### config.mk
export PLATFORM = sky130hd
export DESIGN_NAME = block_mean_removed_power
export DESIGN_NICKNAME = d
export VERILOG_FILES = /design/src/hdl/bmrp_pkg.sv /design/src/hdl/bmrp_div.sv /design/src/hdl/block_mean_removed_power.sv
export SDC_FILE = /design/constraint.sdc
export NUM_CORES = 2
export LEC_CHECK = 0
export BUFFER_PORTS_ARGS = -buffer_cell sky130_fd_sc_hd__buf_2
export CORE_MARGIN = 2
export CORE_UTILIZATION = 58
export CTS_CLUSTER_SIZE = 25
export DETAILED_ROUTE_END_ITERATION = 10
export GPL_TIMING_DRIVEN = 0
export PLACE_DENSITY_LB_ADDON = 0.05
export SLEW_MARGIN = 0
export SYNTH_ARGS = -nofsm -noshare
export SYNTH_HDL_FRONTEND = slang
export SYNTH_SLANG_ARGS = --single-unit
export TNS_END_PERCENT = 5
### constraint.sdc
create_clock -name clock -period 12.9 [get_ports clock]
set_clock_uncertainty 0.15 [all_clocks]
set_input_delay 0.645 -clock clock [delete_from_list [all_inputs] [get_ports clock]]
set_output_delay 0.645 -clock clock [all_outputs]
set_load 0.02 [all_outputs]
### src/hdl/bmrp_pkg.sv
`default_nettype none

package bmrp_pkg;

   localparam int SAMPLE_W          = 12;
   localparam int MEAN_W            = 12;
   localparam int POWER_W           = 24;
   localparam int BLOCK_SAMPLES_DEF = 64;

   typedef enum logic [2:0] {
      ST_FILL,
      ST_MEAN_GO,
      ST_MEAN,
      ST_PASS,
      ST_DRAIN,
      ST_POWER
   } bmrp_state_type;

   typedef struct packed {
      logic start;
      logic done;
   } bmrp_div_ctl_type;

endpackage

`default_nettype wire

### src/hdl/bmrp_div.sv
`default_nettype none

// Floor division by a fixed divisor: multiply by ceil(2^SHIFT / DIVISOR) and keep
// the bits above SHIFT. The product is built from the low and then the high half
// of the dividend on one shared multiplier; done pulses once the high half has
// been added, and the quotient holds until the next start.
module bmrp_div
   import bmrp_pkg::*;
#(
   parameter int DIVISOR = BLOCK_SAMPLES_DEF,
   parameter int DVD_W   = 32
) (
   input  wire logic             clock,
   input  wire logic             reset,
   input  wire logic             start,
   input  wire logic [DVD_W-1:0] dividend,
   output bmrp_div_ctl_type      status,
   output logic      [DVD_W-1:0] quotient
);

   localparam int SHIFT  = DVD_W + $clog2(DIVISOR);
   localparam int RCP_W  = DVD_W + 1;
   localparam int LO_W   = (DVD_W + 1) / 2;
   localparam int PROD_W = DVD_W + RCP_W;
   localparam int MUL_W  = LO_W + RCP_W;
   localparam longint unsigned RCP_VAL =
      ((64'd1 << SHIFT) + 64'(DIVISOR) - 64'd1) / 64'(DIVISOR);
   localparam logic [RCP_W-1:0] RCP = RCP_W'(RCP_VAL);

   logic [DVD_W-1:0]  dvd_ff;
   logic [PROD_W-1:0] acc_ff;
   logic              busy_ff;
   logic              phase_ff;
   logic              done_ff;
   logic [LO_W-1:0]   mul_a;
   logic [MUL_W-1:0]  mul_p;

   always_comb begin
      mul_a = phase_ff ? LO_W'(dvd_ff[DVD_W-1:LO_W]) : dvd_ff[LO_W-1:0];
      mul_p = MUL_W'(mul_a) * MUL_W'(RCP);
   end

   always_ff @(posedge clock) begin
      if (reset) begin
         busy_ff  <= 1'b0;
         phase_ff <= 1'b0;
         done_ff  <= 1'b0;
      end else begin
         done_ff <= 1'b0;
         if (start) begin
            busy_ff  <= 1'b1;
            phase_ff <= 1'b0;
         end else if (busy_ff) begin
            phase_ff <= 1'b1;
            if (phase_ff) begin
               busy_ff <= 1'b0;
               done_ff <= 1'b1;
            end
         end
      end
   end

   // Low half first, then add the high half shifted into place.
   always_ff @(posedge clock) begin
      if (start) begin
         dvd_ff <= dividend;
      end else if (busy_ff) begin
         acc_ff <= phase_ff ? acc_ff + (PROD_W'(mul_p) << LO_W) : PROD_W'(mul_p);
      end
   end

   assign status.start = start;
   assign status.done  = done_ff;
   assign quotient     = DVD_W'(acc_ff[PROD_W-1:SHIFT]);

endmodule

`default_nettype wire

### src/hdl/block_mean_removed_power.sv
`default_nettype none

// Channel  | Ports                                  | Direction
// ---------+----------------------------------------+----------
// request  | req_valid, req_ready, req_sample       | in
// response | rsp_valid, rsp_ready, rsp_block_mean,  | out
//          | rsp_block_power                        |
//
// Samples are taken one per cycle while req_ready is high, until the last of a
// block of BLOCK_SAMPLES. The block then runs with req_ready low: the mean
// divide by reciprocal multiply, a pass over the sample RAM (one read port)
// that sums the squared differences from the mean, and the power divide.
// The result sits in an output register; filling of the next block goes on
// while it waits, except for that block's last sample.
// Synchronous active-high reset clears control; the sample RAM is not cleared.
module block_mean_removed_power
   import bmrp_pkg::*;
#(
   parameter int BLOCK_SAMPLES = BLOCK_SAMPLES_DEF
) (
   input  wire logic                clock,
   input  wire logic                reset,
   input  wire logic                req_valid,
   output logic                     req_ready,
   input  wire logic [SAMPLE_W-1:0] req_sample,
   output logic                     rsp_valid,
   input  wire logic                rsp_ready,
   output logic      [MEAN_W-1:0]   rsp_block_mean,
   output logic      [POWER_W-1:0]  rsp_block_power
);

   localparam int CNT_W  = $clog2(BLOCK_SAMPLES + 1);
   localparam int ADDR_W = (BLOCK_SAMPLES > 1) ? $clog2(BLOCK_SAMPLES) : 1;
   localparam int SUM_W  = SAMPLE_W + CNT_W;
   localparam int SQ_W   = POWER_W + CNT_W;
   localparam int DIFF_W = SAMPLE_W + 1;

   logic [SAMPLE_W-1:0] store_mem [BLOCK_SAMPLES];

   bmrp_state_type      state_ff, state_in;
   logic [CNT_W-1:0]    fill_ff;
   logic [CNT_W-1:0]    pass_ff;
   logic [SUM_W-1:0]    sum_ff;
   logic [SQ_W-1:0]     sqsum_ff;
   logic [SAMPLE_W-1:0] rd_ff;
   logic                rd_vld_ff;
   logic [POWER_W-1:0]  sq_ff;
   logic                sq_vld_ff;
   logic [MEAN_W-1:0]   mean_ff;
   logic [POWER_W-1:0]  power_ff;
   logic                rsp_valid_ff;

   logic                req_xfer;
   logic                last_fill;
   logic                last_pass;
   logic                rd_issue;
   logic                div_start;
   logic [SQ_W-1:0]     div_dividend;
   logic [SQ_W-1:0]     div_quotient;
   bmrp_div_ctl_type    div_status;

   logic signed [DIFF_W-1:0]   diff;
   logic signed [2*DIFF_W-1:0] prod;

   assign last_fill = (fill_ff == CNT_W'(BLOCK_SAMPLES - 1));
   assign last_pass = (pass_ff == CNT_W'(BLOCK_SAMPLES - 1));
   assign req_ready = (state_ff == ST_FILL) && !(rsp_valid_ff && last_fill);
   assign req_xfer  = req_valid && req_ready;

   always_comb begin
      state_in     = state_ff;
      rd_issue     = 1'b0;
      div_start    = 1'b0;
      div_dividend = SQ_W'(sum_ff);
      case (state_ff)
         ST_FILL: begin
            if (req_xfer && last_fill) state_in = ST_MEAN_GO;
         end
         ST_MEAN_GO: begin
            div_start = 1'b1;
            state_in  = ST_MEAN;
         end
         ST_MEAN: begin
            if (div_status.done) state_in = ST_PASS;
         end
         ST_PASS: begin
            rd_issue = 1'b1;
            if (last_pass) state_in = ST_DRAIN;
         end
         ST_DRAIN: begin
            // wait for the square pipeline to empty into the accumulator
            div_dividend = sqsum_ff;
            if (!rd_vld_ff && !sq_vld_ff) begin
               div_start = 1'b1;
               state_in  = ST_POWER;
            end
         end
         ST_POWER: begin
            if (div_status.done) state_in = ST_FILL;
         end
         default: state_in = ST_FILL;
      endcase
   end

   always_ff @(posedge clock) begin
      if (reset) begin
         state_ff     <= ST_FILL;
         fill_ff      <= '0;
         pass_ff      <= '0;
         sum_ff       <= '0;
         sqsum_ff     <= '0;
         rd_vld_ff    <= 1'b0;
         sq_vld_ff    <= 1'b0;
         rsp_valid_ff <= 1'b0;
      end else begin
         state_ff  <= state_in;
         rd_vld_ff <= rd_issue;
         sq_vld_ff <= rd_vld_ff;

         if (req_xfer) begin
            if (last_fill) begin
               fill_ff <= '0;
            end else begin
               fill_ff <= fill_ff + 1'b1;
            end
            sum_ff <= sum_ff + SUM_W'(req_sample);
         end

         if (rd_issue) begin
            pass_ff <= last_pass ? '0 : pass_ff + 1'b1;
         end

         if (sq_vld_ff) sqsum_ff <= sqsum_ff + SQ_W'(sq_ff);

         if (rsp_valid_ff && rsp_ready) rsp_valid_ff <= 1'b0;

         // Block done: raise the result and start the next block clean.
         if (state_ff == ST_POWER && div_status.done) begin
            rsp_valid_ff <= 1'b1;
            sum_ff       <= '0;
            sqsum_ff     <= '0;
         end
      end
   end

   always_ff @(posedge clock) begin
      if (req_xfer) store_mem[fill_ff[ADDR_W-1:0]] <= req_sample;
      if (rd_issue) rd_ff <= store_mem[pass_ff[ADDR_W-1:0]];
   end

   always_comb begin
      diff = $signed({1'b0, rd_ff}) - $signed({1'b0, mean_ff});
      prod = diff * diff;
   end

   always_ff @(posedge clock) begin
      sq_ff <= prod[POWER_W-1:0];
      if (state_ff == ST_MEAN && div_status.done) mean_ff <= div_quotient[MEAN_W-1:0];
      if (state_ff == ST_POWER && div_status.done) power_ff <= div_quotient[POWER_W-1:0];
   end

   bmrp_div #(
      .DIVISOR (BLOCK_SAMPLES),
      .DVD_W   (SQ_W)
   ) u_div (
      .clock    (clock),
      .reset    (reset),
      .start    (div_start),
      .dividend (div_dividend),
      .status   (div_status),
      .quotient (div_quotient)
   );

   assign rsp_valid       = rsp_valid_ff;
   assign rsp_block_mean  = mean_ff;
   assign rsp_block_power = power_ff;

endmodule

`default_nettype wire
==> flow_summary.json <==
{
  "synthesis.nets": 2896,
  "setup_ws_ps": 4080,
  "crit_path_max_fanout": 8,
  "start_util_pct": 58.4,
  "area_growth_pct": 10.6,
  "antenna_found_initial": 2,
  "synth_cells": 2618,
  "fill_cells": 5302,
  "die_width_um": 280,
  "cts.repair.resized": 0,
  "vias_per_cell": 6.12,
  "slowest_delay_ps": 790,
  "place_congestion": 0.902,
  "avgSynthCellArea_um2": 16.9,
  "synth_cell_types": 66,
  "clk_pin_slew_ps": 60,
  "leakage_uw": 0.0168,
  "hold_slack_ps": 240,
  "grt_pass1_vias": 23900,
  "netlist_area_mm2": 0.0441,
  "relSlewSlack_pct": 7.69,
  "critPathTopFamily": "adder cells",
  "dieArea_mm2": 0.0783,
  "path_class": "reg -> reg",
  "overflow": 0,
  "synth_seq_cells": 965,
  "crit_top_cell": "fa_1",
  "drv_slew": 0,
  "hp-class": "in -> reg",
  "ys.flop_type": "edfxtp_1",
  "synth_edf_count": 870,
  "first_pass_iters": 5,
  "cts_tree": "done",
  "rows": 101,
  "yosysWarnings": 0,
  "pre_cts_ws_ps": 4070,
  "final.setup.tns_ps": 0,
  "synth_seq_area_share_pct": 63.5,
  "peakVddDrop_mv": 0.535,
  "grt_max_degree": 67,
  "cpMaxStageDelayCell": "xnor2_1",
  "port-buffer-count": 52,
  "totalWireLength_mm": 101,
  "cts.htree.levels": 3,
  "hold_start": "rsp_ready",
  "worst_ep_required_time_ps": 13260,
  "crit_path_end_kind": "flop",
  "grt.total_usage_pct": 26.6,
  "crit_path_start": "rsp_block_mean[1]",
  "r2r-start": "rsp_block_mean[1]",
  "drive_gt1_share_pct": 17.4,
  "outcome": "finished clean",
  "power_density_mw_per_mm2": 242,
  "rsz0062_at_grt": "no",
  "drtIter0Drc": 2360,
  "async_flop_share_pct": 0,
  "finalSetupViolCount": 0,
  "cts_hold_buf": 0,
  "grt_pass1_wl_mm": 151,
  "start_kind": "flop",
  "drcViolationCount": 0,
  "max_cap_viol_count": 0,
  "min_period_over_period_pct": 68.4,
  "die_h_um": 280,
  "crit_arrival_ps": 9180,
  "antenna_cells": 0,
  "cp_num_buf_inv": 5,
  "post_cts_buffers": 0,
  "timing.fmax_mhz": 113,
  "vias": 23500,
  "ioPinCount": 54,
  "hold_viol_final": 0,
  "cts.sinks": 965,
  "numCtsBuffers": 99,
  "antenna_left": 0,
  "dpl.hpwl_mm": 68.3,
  "cts_buffer_depth": 3,
  "finalNetCount": 3052,
  "core_mm2": 0.0756,
  "clk_latency_ps": 680,
  "drt-wirelength-per-cell_um": 26.4,
  "period_minus_slack_ps": 8820,
  "root_buffer": "clkbuf_16",
  "worst_pin_slew_ps": 1380
}
cell families after synthesis:
logic type / synth area share (%)
fa+ha+maj: 9.74
buf+inv: 2.66
flops: 63.5
mux: 13.9
simple gates: 4.84
compound gates: 3.47
xor+xnor: 1.91
state kept, by name (all words and copies together), names as in the netlist:
register         flops
store_mem          768
sqsum_ff            30
u_div.dvd_ff        30
rsp_block_power     24
u_div.acc_ff        24
sq_ff               23
sum_ff              19
rd_ff               12
rsp_block_mean      12
fill_ff              7
pass_ff              7
state_ff             3
rd_vld_ff            1
rsp_valid            1
sq_vld_ff            1
u_div.busy_ff        1
u_div.done_ff        1
u_div.phase_ff       1
stage by stage:
step	util, %	instance area (um2)	std cells	total power, uW
after floorplan	-	44100	2618	7630
after global placement	60.4	45600	3648	9100
after detailed placement	60.4	45700	3650	9200
after CTS	64.5	48800	3833	11900
after global routing	64.6	48800	3834	12600
final	64.6	48800	3834	11800
worst paths after layout:
kind | endpoint | slack (ps) | cells after the start
worst max register to register | sq_ff[22] | 4080 | 26
worst max-delay path | sq_ff[22] | 4080 | 26
worst min-delay path | rsp_valid | 240 | 4
worst min register to register | rsp_block_mean[3] | 300 | 0
Yosys cell counts (48+ instances only):
cell	instances	share of area, %
o21ai_0	48	0.54
edfxtp_1	870	59
ha_1	126	3.6
mux4_2	252	13
a21oi_1	61	0.69
fa_1	136	6.2
inv_1	192	1.6
xnor2_1	57	1.1
dfxtp_1	95	4.3
clkbuf_1	73	0.62
nand2_1	129	1.1
nor2_1	184	1.6
report_power, final:
part,leakage [uW],switching (uW),total [uW],internal (uW)
Clock,0.00151,1180,2720,1540
Combinational,0.00671,3080,5390,2300
Sequential,0.00862,70.8,3710,3640
Total,0.0168,4330,11800,7480
cell usage in the layout (no fill, tap or decap), types with 7 or more instances in the layout:
cell       Yosys  layout
a211oi_1      13      13
a21o_1        33      33
a21oi_1       61      61
a31oi_1       10      10
and2_1        19      19
and3_1         8       8
buf_1         11      11
buf_2         12      59
buf_4          6      11
clkbuf_1      73      99
clkbuf_16      0     101
clkinv_1       2      27
clkinv_2       0      14
dfxtp_1       95      95
edfxtp_1     870     870
fa_1         136     136
ha_1         126     126
inv_1        192     192
mux2_2        23      23
mux2i_1       18      18
mux4_2       252     252
nand2_1      129     129
nand2b_1      19      19
nand3_1       23      23
nand3b_1      13      13
nor2_1       184     182
nor2b_1       26      26
nor3_1        16      16
o211ai_1       7       7
o21a_1        10      10
o21ai_0       48      48
o21bai_1       7       7
o31ai_1        7       7
or3_1          8       8
xnor2_1       57      57
xor2_1        39      39
tightest hold or removal path, stage by stage:
cell	delay (ps)
buf_2	100
inv_1	50
a21oi_1	120
nor2_1	100
area by class of cell:
cell class	instances	area, um2	area share, %
multi-input cells	1354	14900	30.6
plain buffers	104	443	0.908
well taps	978	1220	2.51
clock buffers	130	2670	5.46
clock inverters	53	430	0.882
repair buffers	55	332	0.679
inverters	195	732	1.50
flip-flops and latches	965	28000	57.4
per-layer routing:
metal | wire (um) | vias to the layer above | global-route usage (%)
li1 | - | 10300 | -
met1 | 41600 | 12200 | 37.4
met2 | 49100 | 866 | 42.8
met3 | 6760 | 158 | 3.89
met4 | 3630 | 0 | 9.76
met5 | 0 | - | 0
Note: power is estimated with default switching activity, not from simulation.
